File: src/hw/rtl/gqd_pkg.sv
// Shared types and constants for the Gray-coded QAM hard-decision demapper.
`timescale 1ns / 1ps

package gqd_pkg;

  // Modulation scheme codes held in the scheme register.
  localparam logic [2:0] SCH_BPSK   = 3'd0;
  localparam logic [2:0] SCH_QPSK   = 3'd1;
  localparam logic [2:0] SCH_QAM16  = 3'd2;
  localparam logic [2:0] SCH_QAM64  = 3'd3;
  localparam logic [2:0] SCH_QAM256 = 3'd4;

  // Level spacing is ((FULL_SCALE / (L - 1)) * STEP_NUM) / STEP_DEN.
  localparam int FULL_SCALE = 32767;
  localparam int STEP_NUM   = 7;
  localparam int STEP_DEN   = 10;

  // Number of bits in one output byte.
  localparam logic [3:0] BYTE_BITS = 4'd8;

  // One decided symbol, right-aligned, with its bit count.
  typedef struct packed {
    logic [7:0] bits;
    logic [3:0] nbits;
  } sym_t;

  // One result transaction.
  typedef struct packed {
    logic [7:0] packed_byte;
    logic [3:0] valid_bits;
    logic       last_byte;
  } res_t;

  // Up to two results produced by one sample, in order r0 then r1.
  typedef struct packed {
    logic [1:0] n;
    res_t       r0;
    res_t       r1;
  } push_t;

endpackage

File: src/hw/rtl/gqd_slicer.sv
// Per-axis slicing against constant thresholds, Gray coding and symbol assembly.
`timescale 1ns / 1ps

module gqd_slicer (
  input  logic               [2:0]  scheme_i,
  input  logic signed        [15:0] re_i,
  input  logic signed        [15:0] im_i,
  output gqd_pkg::sym_t             sym_o
);

  logic [7:0] sym_lane [1:4];

  for (genvar Bpa = 1; Bpa <= 4; Bpa++) begin : g_lane
    localparam int Levels = 1 << Bpa;
    localparam int Step   =
      ((gqd_pkg::FULL_SCALE / (Levels - 1)) * gqd_pkg::STEP_NUM) / gqd_pkg::STEP_DEN;

    // Thermometer codes: bit k set when the sample lies at or above the
    // midpoint between levels k-1 and k.
    logic [Levels:0]  th_re;
    logic [Levels:0]  th_im;
    logic [Bpa-1:0]   idx_re;
    logic [Bpa-1:0]   idx_im;
    logic [Bpa-1:0]   gray_re;
    logic [Bpa-1:0]   gray_im;

    assign th_re[0]      = 1'b1;
    assign th_im[0]      = 1'b1;
    assign th_re[Levels] = 1'b0;
    assign th_im[Levels] = 1'b0;

    for (genvar k = 1; k < Levels; k++) begin : g_thr
      localparam int                 Thr  = (2 * k - Levels) * Step;
      localparam logic signed [15:0] ThrV = 16'(Thr);
      assign th_re[k] = (re_i >= ThrV);
      assign th_im[k] = (im_i >= ThrV);
    end

    // The thermometer edge marks the index; clamping falls out of the ends.
    always_comb begin
      idx_re = '0;
      idx_im = '0;
      for (int k = 0; k < Levels; k++) begin
        if (th_re[k] && !th_re[k+1]) begin
          idx_re = idx_re | Bpa'(k);
        end
        if (th_im[k] && !th_im[k+1]) begin
          idx_im = idx_im | Bpa'(k);
        end
      end
    end

    assign gray_re = idx_re ^ (idx_re >> 1);
    assign gray_im = idx_im ^ (idx_im >> 1);

    assign sym_lane[Bpa] = 8'({gray_re, gray_im});
  end

  always_comb begin
    case (scheme_i)
      gqd_pkg::SCH_QPSK: begin
        sym_o.bits  = sym_lane[1];
        sym_o.nbits = 4'd2;
      end
      gqd_pkg::SCH_QAM16: begin
        sym_o.bits  = sym_lane[2];
        sym_o.nbits = 4'd4;
      end
      gqd_pkg::SCH_QAM64: begin
        sym_o.bits  = sym_lane[3];
        sym_o.nbits = 4'd6;
      end
      gqd_pkg::SCH_QAM256: begin
        sym_o.bits  = sym_lane[4];
        sym_o.nbits = 4'd8;
      end
      default: begin
        // BPSK, and the unused codes behave the same way.
        sym_o.bits  = {7'd0, re_i[15]};
        sym_o.nbits = 4'd1;
      end
    endcase
  end

endmodule

File: src/hw/rtl/gqd_packer.sv
// Bit accumulator that packs symbols MSB-first into bytes and flushes on the last sample.
`timescale 1ns / 1ps

module gqd_packer (
  input  logic           clk_i,
  input  logic           rst_ni,
  input  logic           take_i,
  input  gqd_pkg::sym_t  sym_i,
  input  logic           last_i,
  output gqd_pkg::push_t push_o
);

  logic [6:0]  pend_bits_q, pend_bits_d;
  logic [2:0]  pend_cnt_q, pend_cnt_d;

  logic [14:0] acc;
  logic [3:0]  total;
  logic        full;
  logic [2:0]  rem;
  logic [6:0]  left_bits;
  logic [2:0]  left_cnt;
  logic [14:0] part_shift;
  gqd_pkg::res_t full_res;
  gqd_pkg::res_t part_res;
  logic        part;

  always_comb begin
    acc   = ({8'd0, pend_bits_q} << sym_i.nbits) | {7'd0, sym_i.bits};
    total = {1'b0, pend_cnt_q} + sym_i.nbits;
    full  = (total >= gqd_pkg::BYTE_BITS);
    rem   = total[2:0];

    full_res.packed_byte = 8'(acc >> rem);
    full_res.valid_bits  = gqd_pkg::BYTE_BITS;
    full_res.last_byte   = last_i && (rem == 3'd0);

    if (full) begin
      left_bits = acc[6:0] & ((7'd1 << rem) - 7'd1);
      left_cnt  = rem;
    end else begin
      left_bits = acc[6:0];
      left_cnt  = total[2:0];
    end

    part_shift           = {8'd0, left_bits} << (gqd_pkg::BYTE_BITS - {1'b0, left_cnt});
    part_res.packed_byte = part_shift[7:0];
    part_res.valid_bits  = {1'b0, left_cnt};
    part_res.last_byte   = 1'b1;
    part                 = last_i && (left_cnt != 3'd0);

    push_o.r1 = part_res;
    if (full) begin
      push_o.r0 = full_res;
    end else begin
      push_o.r0 = part_res;
    end
    if (!take_i) begin
      push_o.n = 2'd0;
    end else begin
      push_o.n = 2'({1'b0, full} + {1'b0, part});
    end

    if (last_i) begin
      pend_bits_d = '0;
      pend_cnt_d  = '0;
    end else begin
      pend_bits_d = left_bits;
      pend_cnt_d  = left_cnt;
    end
  end

  always_ff @(posedge clk_i or negedge rst_ni) begin
    if (!rst_ni) begin
      pend_bits_q <= '0;
      pend_cnt_q  <= '0;
    end else if (take_i) begin
      pend_bits_q <= pend_bits_d;
      pend_cnt_q  <= pend_cnt_d;
    end
  end

endmodule

File: src/hw/rtl/gqd_outq.sv
// Small result queue that takes up to two results per cycle and drives the output channel.
`timescale 1ns / 1ps

module gqd_outq #(
  parameter int unsigned Depth = 4
) (
  input  logic           clk_i,
  input  logic           rst_ni,
  input  gqd_pkg::push_t push_i,
  output logic           room_o,
  output logic           out_valid_o,
  input  logic           out_stall_i,
  output gqd_pkg::res_t  head_o
);

  localparam int unsigned PtrW = (Depth > 1) ? $clog2(Depth) : 1;
  localparam int unsigned CntW = $clog2(Depth + 1);

  gqd_pkg::res_t mem_q [Depth];

  logic [PtrW-1:0] wr_ptr_q, wr_ptr_d, wr_ptr_nx;
  logic [PtrW-1:0] rd_ptr_q, rd_ptr_d;
  logic [CntW-1:0] cnt_q, cnt_d;
  logic            pop;

  function automatic logic [PtrW-1:0] ptr_inc(input logic [PtrW-1:0] p);
    if (p == PtrW'(Depth - 1)) begin
      return '0;
    end
    return p + PtrW'(1);
  endfunction

  assign pop         = out_valid_o && !out_stall_i;
  assign out_valid_o = (cnt_q != '0);
  assign head_o      = mem_q[rd_ptr_q];
  // Room for the worst case of two results from one sample.
  assign room_o      = (cnt_q <= CntW'(Depth - 2));

  always_comb begin
    wr_ptr_nx = ptr_inc(wr_ptr_q);
    case (push_i.n)
      2'd1:    wr_ptr_d = wr_ptr_nx;
      2'd2:    wr_ptr_d = ptr_inc(wr_ptr_nx);
      default: wr_ptr_d = wr_ptr_q;
    endcase
    rd_ptr_d = pop ? ptr_inc(rd_ptr_q) : rd_ptr_q;
    cnt_d    = cnt_q + CntW'(push_i.n) - CntW'(pop);
  end

  always_ff @(posedge clk_i) begin
    if (push_i.n != 2'd0) begin
      mem_q[wr_ptr_q] <= push_i.r0;
    end
    if (push_i.n == 2'd2) begin
      mem_q[wr_ptr_nx] <= push_i.r1;
    end
  end

  always_ff @(posedge clk_i or negedge rst_ni) begin
    if (!rst_ni) begin
      wr_ptr_q <= '0;
      rd_ptr_q <= '0;
      cnt_q    <= '0;
    end else begin
      wr_ptr_q <= wr_ptr_d;
      rd_ptr_q <= rd_ptr_d;
      cnt_q    <= cnt_d;
    end
  end

endmodule

File: src/hw/rtl/gray_qam_hard_demapper_unit.sv
// Top level of the Gray-coded square-QAM hard-decision demapper with byte packing.
`timescale 1ns / 1ps

// The unit takes one complex Q15 sample per input transaction and makes a
// hard decision for BPSK, QPSK, 16-QAM, 64-QAM or 256-QAM as selected by the
// scheme register (codes 5 to 7 act as BPSK); the register may be written only
// while the unit is idle. Each axis is sliced against constant midpoint
// thresholds, clamped to the edge levels, Gray coded, and the I bits are
// placed above the Q bits. Symbol bits are packed MSB-first into bytes; each
// full byte leaves as one output transaction with valid_bits_o equal to 8.
// A sample marked last flushes any leftover bits as a zero-padded partial
// byte with last_byte_o set; if no bits are left, the full byte of that
// sample carries the last flag instead. A sample that completes no byte and
// is not last produces no output. The unit accepts one sample every clock
// cycle while the result queue has room: a sample is held in the input
// register, is decided and packed there, and its bytes are written into a
// result queue of OutDepth entries that drives the output. A last sample
// can yield two bytes; the input stalls only when the queue cannot take two
// more results.
module gray_qam_hard_demapper_unit #(
  parameter int unsigned OutDepth = 4
) (
  input  logic               clk_i,
  input  logic               rst_ni,
  input  logic               cfg_we_i,
  input  logic        [2:0]  cfg_wdata_i,
  input  logic               in_valid_i,
  output logic               in_stall_o,
  input  logic signed [15:0] sample_re_i,
  input  logic signed [15:0] sample_im_i,
  input  logic               last_sample_i,
  output logic               out_valid_o,
  input  logic               out_stall_i,
  output logic        [7:0]  packed_byte_o,
  output logic        [3:0]  valid_bits_o,
  output logic               last_byte_o
);

  logic [2:0]         scheme_q;
  logic               in_vld_q;
  logic signed [15:0] re_q;
  logic signed [15:0] im_q;
  logic               last_q;

  logic               room;
  logic               proc;
  logic               in_take;
  gqd_pkg::sym_t      sym;
  gqd_pkg::push_t     push;
  gqd_pkg::res_t      head;

  // The held sample is decided and packed in the cycle the queue has room.
  assign proc       = in_vld_q && room;
  assign in_stall_o = in_vld_q && !proc;
  assign in_take    = in_valid_i && !in_stall_o;

  always_ff @(posedge clk_i or negedge rst_ni) begin
    if (!rst_ni) begin
      scheme_q <= gqd_pkg::SCH_BPSK;
    end else if (cfg_we_i) begin
      scheme_q <= cfg_wdata_i;
    end
  end

  always_ff @(posedge clk_i or negedge rst_ni) begin
    if (!rst_ni) begin
      in_vld_q <= 1'b0;
    end else if (in_take) begin
      in_vld_q <= 1'b1;
    end else if (proc) begin
      in_vld_q <= 1'b0;
    end
  end

  always_ff @(posedge clk_i) begin
    if (in_take) begin
      re_q   <= sample_re_i;
      im_q   <= sample_im_i;
      last_q <= last_sample_i;
    end
  end

  gqd_slicer u_slicer (
    .scheme_i (scheme_q),
    .re_i     (re_q),
    .im_i     (im_q),
    .sym_o    (sym)
  );

  gqd_packer u_packer (
    .clk_i  (clk_i),
    .rst_ni (rst_ni),
    .take_i (proc),
    .sym_i  (sym),
    .last_i (last_q),
    .push_o (push)
  );

  gqd_outq #(
    .Depth (OutDepth)
  ) u_outq (
    .clk_i       (clk_i),
    .rst_ni      (rst_ni),
    .push_i      (push),
    .room_o      (room),
    .out_valid_o (out_valid_o),
    .out_stall_i (out_stall_i),
    .head_o      (head)
  );

  assign packed_byte_o = head.packed_byte;
  assign valid_bits_o  = head.valid_bits;
  assign last_byte_o   = head.last_byte;

`ifndef SYNTHESIS
  // A sample held back for lack of queue room stays intact in the input register.
  assert property (@(posedge clk_i) disable iff (!rst_ni)
    (in_vld_q && !proc) |=> (in_vld_q && $stable(re_q) && $stable(im_q) && $stable(last_q)))
    else $error("held input sample changed while waiting for queue room");

  // Only a flushed byte at the end of a stream may be partial.
  assert property (@(posedge clk_i) disable iff (!rst_ni)
    (out_valid_o && (valid_bits_o != gqd_pkg::BYTE_BITS)) |-> last_byte_o)
    else $error("partial byte without last flag");

  // Every byte delivered carries between one and eight meaningful bits.
  assert property (@(posedge clk_i) disable iff (!rst_ni)
    out_valid_o |-> ((valid_bits_o != 4'd0) && (valid_bits_o <= gqd_pkg::BYTE_BITS)))
    else $error("valid bit count out of range");

  // Two results from one sample only happen on the last sample of a stream.
  assert property (@(posedge clk_i) disable iff (!rst_ni)
    (push.n == 2'd2) |-> (proc && last_q))
    else $error("double result outside a stream end");
`endif

endmodule

File: config.mk
export PLATFORM = sky130hd
export DESIGN_NAME = gray_qam_hard_demapper_unit
export DESIGN_NICKNAME = d
export VERILOG_FILES = /design/src/hw/rtl/gqd_pkg.sv /design/src/hw/rtl/gqd_slicer.sv /design/src/hw/rtl/gqd_packer.sv /design/src/hw/rtl/gqd_outq.sv /design/src/hw/rtl/gray_qam_hard_demapper_unit.sv
export SDC_FILE = /design/constraint.sdc
export NUM_CORES = 1
export LEC_CHECK = 0
export BUFFER_PORTS_ARGS = -buffer_cell sky130_fd_sc_hd__buf_2
export CORE_ASPECT_RATIO = 1.1
export CORE_UTILIZATION = 55
export CTS_CLUSTER_DIAMETER = 30
export DETAILED_ROUTE_END_ITERATION = 10
export GPL_TIMING_DRIVEN = 0
export PLACE_DENSITY = 0.79
export SLEW_MARGIN = 10
export SYNTH_ARGS = -nofsm -noshare
export SYNTH_HDL_FRONTEND = slang
export SYNTH_SLANG_ARGS = --single-unit
File: constraint.sdc
create_clock -name clk_i -period 10.55 [get_ports clk_i]
set_clock_uncertainty 0.2 [all_clocks]
set_input_delay 0.5275 -clock clk_i [delete_from_list [all_inputs] [get_ports clk_i]]
set_output_delay 0.5275 -clock clk_i [all_outputs]
set_load 0.1 [all_outputs]
==> reports/metrics.json, run 1 <==
{
  "max_freq": {"value": 164, "unit": "MHz"},
  "cp_top_family": {"value": "buffers and inverters"},
  "grt_use_total": {"value": 31.1, "unit": "%"},
  "final_net_count": {"value": 1007},
  "critPathKind": {"value": "flop to flop"},
  "io-pin-count": {"value": 56},
  "synth-main-ff-cell": {"value": "edfxtp_1"},
  "leakage_power": {"value": 3.16, "unit": "nW"},
  "drc": {"value": 0},
  "pin_count_of_the_biggest_net_entering_global_routing": {"value": 34},
  "insertedDiodeCount": {"value": 0},
  "cts_hold_repair.buffers": {"value": 1},
  "netlist_top_cells_area": {"value": "edfxtp_1 29%, dfrtp_1 6.6%, nand2_1 4.5%"},
  "critical_path.endpoint_type": {"value": "flop"},
  "detail_route.wl_per_cell": {"value": 19.6, "unit": "um"},
  "timing.max_slew.rel_slack": {"value": 45.0, "unit": "%"},
  "area_grow_syn2layout": {"value": 10.6, "unit": "%"},
  "hold_path.class": {"value": "primary input to flop"},
  "setup_viol": {"value": 0},
  "dpl-instance-area": {"value": 8420, "unit": "um2"},
  "yosysTopAreaCellShare": {"value": 29.2, "unit": "%"},
  "antenna_found_initial": {"value": 0},
  "post_cts_resized": {"value": 0},
  "first_global_vias": {"value": 7115},
  "ys_seq_area_share": {"value": 37.9, "unit": "%"},
  "synth_most_common_cell": {"value": "nand2_1"},
  "final.period_utilization": {"value": 57.8, "unit": "%"},
  "ys.warnings.count": {"value": 0},
  "ant_nets": {"value": 0},
  "synth-edff-count": {"value": 77},
  "max_cap_violations": {"value": 0},
  "m1_wire_length": {"value": 8.91, "unit": "mm"},
  "drt-initial-drc-count": {"value": 761},
  "clock_sinks": {"value": 106},
  "detail_route.vias_per_cell": {"value": 6.75},
  "synth_area_per_cell": {"value": 9.04, "unit": "um2"},
  "cts-root-to-sink-buffers": {"value": 2},
  "regToRegSetupSlack": {"value": 4.45, "unit": "ns"},
  "worst-path-max-fanout": {"value": 10},
  "synth_async_sr_flop_share": {"value": 19.8, "unit": "%"},
  "sequence_of_cells_on_the_critical_path": {"value": "buf_1 -> inv_1 -> nor2_1 -> inv_1 -> fa_1 -> xnor2_1 -> inv_1 -> clkbuf_1 -> buf_1 -> ha_1 -> inv_1 -> ha_1 -> o21ai_0 -> xnor2_1 -> nand2_1 -> nand3_1 -> o21ba_1 -> nor2_1 -> mux4_2 -> o22a_1 -> o22ai_1"},
  "top_signal_layer_used": {"value": "met4"},
  "crit_required": {"value": 10.54, "unit": "ns"},
  "n_fill_cell": {"value": 1216},
  "slew_at_the_pin_closest_to_its_max_slew_limit": {"value": 0.815, "unit": "ns"},
  "first_drt_pass_iteration_count": {"value": 7},
  "rsz0062_at_grt": {"value": "false"},
  "maxSlewViolCount": {"value": 0},
  "grt_remaining_overflow": {"value": 0},
  "hold_viol": {"value": 0},
  "drt_wl_total": {"value": 22.2, "unit": "mm"},
  "cts.reportedPaths.clkPinSlew": {"value": 0.08, "unit": "ns"},
  "start_kind": {"value": "flop"},
  "post-cts-setup-buffer-count": {"value": 0},
  "number_of_buffers_inserted_by_port_buffering": {"value": 55},
  "route.vias.total": {"value": 7664},
  "cts-root-buf": {"value": "clkbuf_16"},
  "critPathMostFrequentCell": {"value": "inv_1"},
  "layout.area.seq": {"value": 3000, "unit": "um2"},
  "postLayoutCellArea": {"value": 8740, "unit": "um2"},
  "core_area": {"value": 13900, "unit": "um2"},
  "final_cells": {"value": 1135},
  "fin_setup_tns": {"value": 0, "unit": "ns"},
  "worstPathBufferInverterCount": {"value": 7},
  "placed_cells": {"value": 1118},
  "clkLatencyLatePin": {"value": 0.37, "unit": "ns"},
  "die_h": {"value": 128, "unit": "um"},
  "die_area": {"value": 14900, "unit": "um2"},
  "netlist_top_cells_count": {"value": "94 x nand2_1, 84 x nor2_1, 77 x edfxtp_1, 54 x o21ai_0, 38 x a21oi_1"},
  "place_congestion": {"value": 0.987},
  "clock_tree.htree_level_count": {"value": 3},
  "synthesis.area": {"value": 7910, "unit": "um2"},
  "met2WireLength": {"value": 10.7, "unit": "mm"},
  "ir_drop": {"value": 0.122, "unit": "mV"},
  "rows": {"value": 45},
  "post_route_cells_drive_above_1_share": {"value": 13.4, "unit": "%"},
  "post-route-min-period": {"value": 6.10, "unit": "ns"},
  "hpwl": {"value": 16.7, "unit": "mm"},
  "cts_tree": {"value": "built"},
  "cts-buffers-inserted": {"value": 9},
  "initial_util": {"value": 56.9, "unit": "%"},
  "synth-seq-cells": {"value": 106},
  "chipWidth": {"value": 116, "unit": "um"},
  "multiInputGateArea": {"value": 4560, "unit": "um2"},
  "yosys.area.top_type": {"value": "edfxtp_1"},
  "dr_wl_met3": {"value": 1.68, "unit": "mm"},
  "critical-path-max-stage-delay": {"value": 0.50, "unit": "ns"},
  "synthCells": {"value": 875},
  "slowest_stage": {"value": "buf_1"},
  "cellPowerDensity": {"value": 298, "unit": "nW/um2"},
  "syn_nets": {"value": 940},
  "arrival_time_at_the_worst_endpoint": {"value": 6.09, "unit": "ns"},
  "synth.distinct_cells": {"value": 85},
  "grt_pass1_wl": {"value": 35.9, "unit": "mm"},
  "outcome": {"value": "finished, final reports clean"}
}
==> path summary, 6_finish.rpt <==
| check | cells after the start | startpoint | to |
|---|---|---|---|
| setup / recovery | 21 | scheme_q[0]$_DFFE_PN0P_ | u_outq.mem_q[1][11]$_DFFE_PP_ |
| min in group asynchronous | 2 | rst_ni | scheme_q[0]$_DFFE_PN0P_ |
| max in group asynchronous | 2 | rst_ni | u_packer.pend_cnt_q[0]$_DFFE_PN0P_ |
| hold / removal | 1 | sample_im_i[10] | im_q[10]$_DFFE_PP_ |
| hold reg to reg | 2 | u_outq.mem_q[0][4]$_SDFFE_PP0P_ | u_outq.mem_q[0][4]$_SDFFE_PP0P_ |
| setup reg to reg | 21 | scheme_q[0]$_DFFE_PN0P_ | u_outq.mem_q[1][11]$_DFFE_PP_ |
==> placed cells by master (no fill, tap or decap), types with 21 or more instances in the layout <==
cell and count:
nor2_1 84, buf_2 73, edfxtp_1 77, a21oi_1 38, ha_1 22, nand3_1 23
clkbuf_1 34, inv_1 25, nand2_1 94, o21ai_0 54, o22ai_1 28, dfrtp_1 21
==> metrics by stage <==
step	setup WS, ns	hold WS [ns]	utilization [%]	power [W]
after floorplan	5.71	0.0319	-	0.00188
after global placement	4.58	0.246	60.5	0.00220
after detailed placement	4.55	0.263	60.5	0.00222
after CTS	4.54	0.127	62.9	0.00257
after global routing	3.98	0.124	62.9	0.00276
final	4.45	0.123	62.9	0.00260
==> where the power goes <==
part	switching, W	internal, W
Combinational	0.00111	0.000494
Sequential	0.0000799	0.000568
Clock	0.000168	0.000189
==> worst reg2reg max path: cells and delay by family (launching register included) <==
kind	cells	cell delay [ns]
adders and majority gates	3	1.03
buffers and inverters	7	1.94
xor gates and xnor gates	2	0.31
and+or+nand+nor	4	0.71
AOI/OAI and AO/OA	4	0.86
muxes	1	0.50
DFF	1	0.39
==> routing by layer <==
layer | track usage (%) | vias to the layer above
li1 | - | 3540
met1 | 39.2 | 3578
met2 | 51.7 | 461
met3 | 3.92 | 85
met4 | 16.4 | 0
met5 | 0 | -
==> cell families (layout without fill, tap and decap cells) <==
logic type | Yosys count | count (layout) | share of synthesized area, %
AO/OA/AOI/OAI | 293 | 293 | 26.4
adder cells (fa/ha/maj) | 24 | 24 | 3.99
XOR/XNOR | 9 | 9 | 0.997
AND/OR/NAND/NOR | 324 | 324 | 20.0
flip-flops | 106 | 106 | 37.9
multiplexers | 32 | 32 | 6.36
buffers and inverters | 87 | 159 | 4.41
==> final cells by class <==
| class | count | share of cell area [%] |
|---|---|---|
| buffer | 58 | 2.75 |
| clock buffer | 9 | 2.58 |
| clock inverter | 7 | 1.00 |
| inverter | 29 | 1.24 |
| multi-input combinational | 682 | 52.2 |
| sequential | 106 | 34.3 |
| tap | 188 | 2.69 |
| timing repair buffer | 56 | 3.26 |
==> registers in the layout, indices dropped and copies added (netlist names), 3 cells and up <==
| register | count |
|---|---|
| u_outq.cnt_q | 3 |
| scheme_q | 3 |
| re_q | 16 |
| u_packer.pend_bits_q | 7 |
| u_packer.pend_cnt_q | 3 |
| im_q | 16 |
| u_outq.mem_q | 52 |
No activity file was read; power rests on OpenSTA's default activity.
==> run 2, diff against run 1 <==
==> constraint.sdc (replaced) <==
create_clock -name clk_i -period 5.8 [get_ports clk_i]
set_clock_uncertainty 0.2 [all_clocks]
set_input_delay 0.29 -clock clk_i [delete_from_list [all_inputs] [get_ports clk_i]]
set_output_delay 0.29 -clock clk_i [all_outputs]
set_load 0.1 [all_outputs]
==> run 2 against run 1 <==
  * Total power grew 83%
  * Clock power up 83%
  * Register-to-register slack lost 4.1 ns
  * Sequential power up 82%
  * Worst hold slack worse by 0.098 ns
  * Routed wire length increased by 3.5%
  * Non-clock buffer count up 40
  * Setup slack worse by 4.1 ns
  * Cell area grew 5.0%
  * Sequential cell count unchanged
  * Via count rose by 2.3%
  * Clock-buffer cell count stayed put
  * Critical endpoint unchanged
  * Largest power group unchanged
  * Highest routed layer unchanged
==> reports/metrics.json, run 2 (synthesis results as in run 1) <==
{
  "cts-root-buf": {"value": "clkbuf_16", "change": "unchanged"},
  "pin_count_of_the_biggest_net_entering_global_routing": {"value": 34, "change": "unchanged"},
  "layout_common_cells": {"value": "94 x nand2_1, 79 x nor2_1, 77 x edfxtp_1", "change": "was 94 x nand2_1, 84 x nor2_1, 77 x edfxtp_1"},
  "cts_tree": {"value": "built", "change": "unchanged"},
  "hold_path.class": {"value": "primary input to flop", "change": "unchanged"},
  "worst-path-max-fanout": {"value": 19, "change": "was 10"},
  "insertedDiodeCount": {"value": 0, "change": "unchanged"},
  "grt_pass1_wl": {"value": 37.1, "unit": "mm", "change": "was 35.9 mm"},
  "antenna_found_initial": {"value": 0, "change": "unchanged"},
  "p_int": {"value": 0.00230, "unit": "W", "change": "was 0.00125 W"},
  "io-pin-count": {"value": 56, "change": "unchanged"},
  "ir_drop": {"value": 0.225, "unit": "mV", "change": "was 0.122 mV"},
  "critPathKind": {"value": "flop to flop", "change": "unchanged"},
  "layout.cells.most_common": {"value": "nand2_1", "change": "unchanged"},
  "area_grow_syn2layout": {"value": 16.0, "unit": "%", "change": "was 10.6%"},
  "initial_util": {"value": 56.9, "unit": "%", "change": "unchanged"},
  "share_clk_of_total_power": {"value": 13.6, "unit": "%", "change": "was 13.7%"},
  "first_drt_pass_iteration_count": {"value": 6, "change": "was 7"},
  "cts-root-to-sink-buffers": {"value": 2, "change": "unchanged"},
  "detail_route.wl_per_cell": {"value": 19.6, "unit": "um", "change": "about the same"},
  "clock_sinks": {"value": 106, "change": "unchanged"},
  "rows": {"value": 45, "change": "unchanged"},
  "post_route_cells_drive_above_1_share": {"value": 13.9, "unit": "%", "change": "was 13.4%"},
  "reg_top3": {"value": "u_outq.mem_q: 52 flops, im_q: 16 flops, re_q: 16 flops", "change": "unchanged"},
  "core_area": {"value": 13900, "unit": "um2", "change": "unchanged"},
  "comb_power_share": {"value": 61.7, "unit": "%", "change": "was 61.4%"},
  "arrival_time_at_the_worst_endpoint": {"value": 5.45, "unit": "ns", "change": "was 6.09 ns"},
  "cellPowerDensity": {"value": 521, "unit": "nW/um2", "change": "was 298 nW/um2"},
  "max_cap_violations": {"value": 0, "change": "unchanged"},
  "die_h": {"value": 128, "unit": "um", "change": "unchanged"},
  "final_net_count": {"value": 1047, "change": "was 1,007"},
  "setup_viol": {"value": 0, "change": "unchanged"},
  "outcome": {"value": "finished, final reports clean", "change": "unchanged"},
  "power_frac_seq": {"value": 24.7, "unit": "%", "change": "was 24.9%"},
  "clkLatencyLatePin": {"value": 0.37, "unit": "ns", "change": "about the same"},
  "n_fill_cell": {"value": 1154, "change": "was 1,216"},
  "final.period_utilization": {"value": 94.2, "unit": "%", "change": "was 57.8%"},
  "hold_viol": {"value": 0, "change": "unchanged"},
  "reg2reg_depth": {"value": 20, "change": "was 21"},
  "ant_nets": {"value": 0, "change": "unchanged"},
  "drt_wl_total": {"value": 23.0, "unit": "mm", "change": "was 22.2 mm"},
  "hold-worst-slack": {"value": 0.0255, "unit": "ns", "change": "was 0.123 ns"},
  "regToRegSetupSlack": {"value": 0.33, "unit": "ns", "change": "was 4.45 ns"},
  "cts-buffers-inserted": {"value": 9, "change": "unchanged"},
  "fin_setup_tns": {"value": 0, "unit": "ns", "change": "unchanged"},
  "p_sw": {"value": 0.00248, "unit": "W", "change": "was 0.00135 W"},
  "rsz0062_at_grt": {"value": "false", "change": "unchanged"},
  "grt_use_total": {"value": 32.1, "unit": "%", "change": "was 31.1%"},
  "post-cts-setup-buffer-count": {"value": 0, "change": "unchanged"},
  "crit_required": {"value": 5.78, "unit": "ns", "change": "was 10.54 ns"},
  "max_freq": {"value": 183, "unit": "MHz", "change": "was 164 MHz"},
  "number_of_buffers_inserted_by_port_buffering": {"value": 55, "change": "unchanged"},
  "start_kind": {"value": "flop", "change": "unchanged"},
  "critical_path.endpoint_type": {"value": "flop", "change": "unchanged"},
  "leakage_power": {"value": 3.35, "unit": "nW", "change": "was 3.16 nW"},
  "detail_route.vias_per_cell": {"value": 6.67, "change": "was 6.75"},
  "first_global_vias": {"value": 7361, "change": "was 7,115"},
  "timing.max_slew.rel_slack": {"value": 45.5, "unit": "%", "change": "was 45.0%"},
  "cts.reportedPaths.clkPinSlew": {"value": 0.07, "unit": "ns", "change": "was 0.08 ns"},
  "power_switching_share": {"value": 51.9, "unit": "%", "change": "was 52.0%"},
  "place_congestion": {"value": 0.987, "change": "unchanged"},
  "chipWidth": {"value": 116, "unit": "um", "change": "unchanged"},
  "grt_remaining_overflow": {"value": 0, "change": "unchanged"},
  "maxSlewViolCount": {"value": 0, "change": "unchanged"},
  "route.vias.total": {"value": 7841, "change": "was 7,664"},
  "drc": {"value": 0, "change": "unchanged"},
  "post-route-min-period": {"value": 5.47, "unit": "ns", "change": "was 6.10 ns"},
  "hpwl": {"value": 16.7, "unit": "mm", "change": "unchanged"},
  "largest_register_ffs": {"value": 52, "change": "unchanged"},
  "clock_tree.htree_level_count": {"value": 3, "change": "unchanged"},
  "whs_path_depth": {"value": 2, "change": "was 1"},
  "slew_at_the_pin_closest_to_its_max_slew_limit": {"value": 0.807, "unit": "ns", "change": "was 0.815 ns"},
  "largest_register": {"value": "u_outq.mem_q", "change": "unchanged"},
  "die_area": {"value": 14900, "unit": "um2", "change": "unchanged"},
  "drt-initial-drc-count": {"value": 809, "change": "was 761"}
}
==> run 2: through the flow <==
stage | instances | total power [W] | util [%] | worst slack [ns] | cell area, um2
after floorplan | 875 | 0.00341 | - | 0.955 | 7910
after global placement | 1118 | 0.00401 | 60.5 | -0.169 | 8420
after detailed placement | 1118 | 0.00403 | 60.5 | -0.198 | 8420
after CTS | 1176 | 0.00470 | 65.9 | 0.00497 | 9160
after global routing | 1175 | 0.00506 | 66.0 | 0.00322 | 9180
final | 1175 | 0.00478 | 66.0 | 0.335 | 9180
==> run 2: what timing repair did <==
| action | 4_1_cts | 5_1_grt |
|---|---|---|
| hold buffers | 42 | 0 |
| endpoints found under the setup margin | 57 | 87 |
| cloned | 0 | 0 |
| pin swaps | 0 | 0 |
| endpoints found under the hold margin | 58 | 0 |
| resized for setup | 3 | 10 |
==> run 2: layout make-up <==
type / instances / area, um2 / area share, %
Multi-Input combinational cell: 682 / 4580 / 49.9
Sequential cell: 106 / 3000 / 32.7
Timing Repair Buffer: 97 / 696 / 7.58
Buffer: 57 / 244 / 2.66
Tap cell: 188 / 235 / 2.56
Clock buffer: 9 / 225 / 2.45
Inverter: 29 / 109 / 1.19
Clock inverter: 7 / 87.6 / 0.954
==> run 2: worst paths after layout <==
check | from | end
max | scheme_q[2]$_DFFE_PN0P_ | u_outq.mem_q[1][11]$_DFFE_PP_
min | cfg_we_i | scheme_q[1]$_DFFE_PN0P_
max reg2reg | scheme_q[2]$_DFFE_PN0P_ | u_outq.mem_q[1][11]$_DFFE_PP_
min reg2reg | u_outq.mem_q[0][4]$_SDFFE_PP0P_ | u_outq.mem_q[0][4]$_SDFFE_PP0P_
max in group asynchronous | rst_ni | u_packer.pend_cnt_q[0]$_DFFE_PN0P_
min in group asynchronous | rst_ni | u_packer.pend_bits_q[6]$_DFFE_PN0P_
==> run 2: metal layers <==
metal	track usage, %	routed length [um]	vias to the layer above
met4	16.4	887	0
met3	3.92	1700	83
met5	0	0	-
met2	54.0	11300	469
li1	-	-	3624
met1	40.3	9180	3665
==> run 2: worst max-delay path, stage by stage, from the launching register on <==
cell and delay [ns]:
dfrtp_1 0.43, clkbuf_4 0.26, xnor2_1 0.28, inv_1 0.09
ha_1 0.41, inv_1 0.17, clkbuf_1 0.43, clkbuf_2 0.40
ha_1 0.26, ha_1 0.25, inv_1 0.11, ha_1 0.26
o21ai_0 0.11, xnor2_1 0.12, nand2_1 0.10, nand3_1 0.07
o21ba_1 0.29, nor2_1 0.09, mux4_2 0.49, o22a_1 0.27
o22ai_1 0.20
==> run 2: power groups by stage <==
stage / clock (W) / sequential, W / combinational, W
finish: 0.000651 / 0.00118 / 0.00295
floorplan: 0 / 0.00114 / 0.00227
CTS: 0.000648 / 0.00118 / 0.00288
global route: 0.000675 / 0.00121 / 0.00318
global placement: 0 / 0.00118 / 0.00282
detailed placement: 0 / 0.00119 / 0.00284
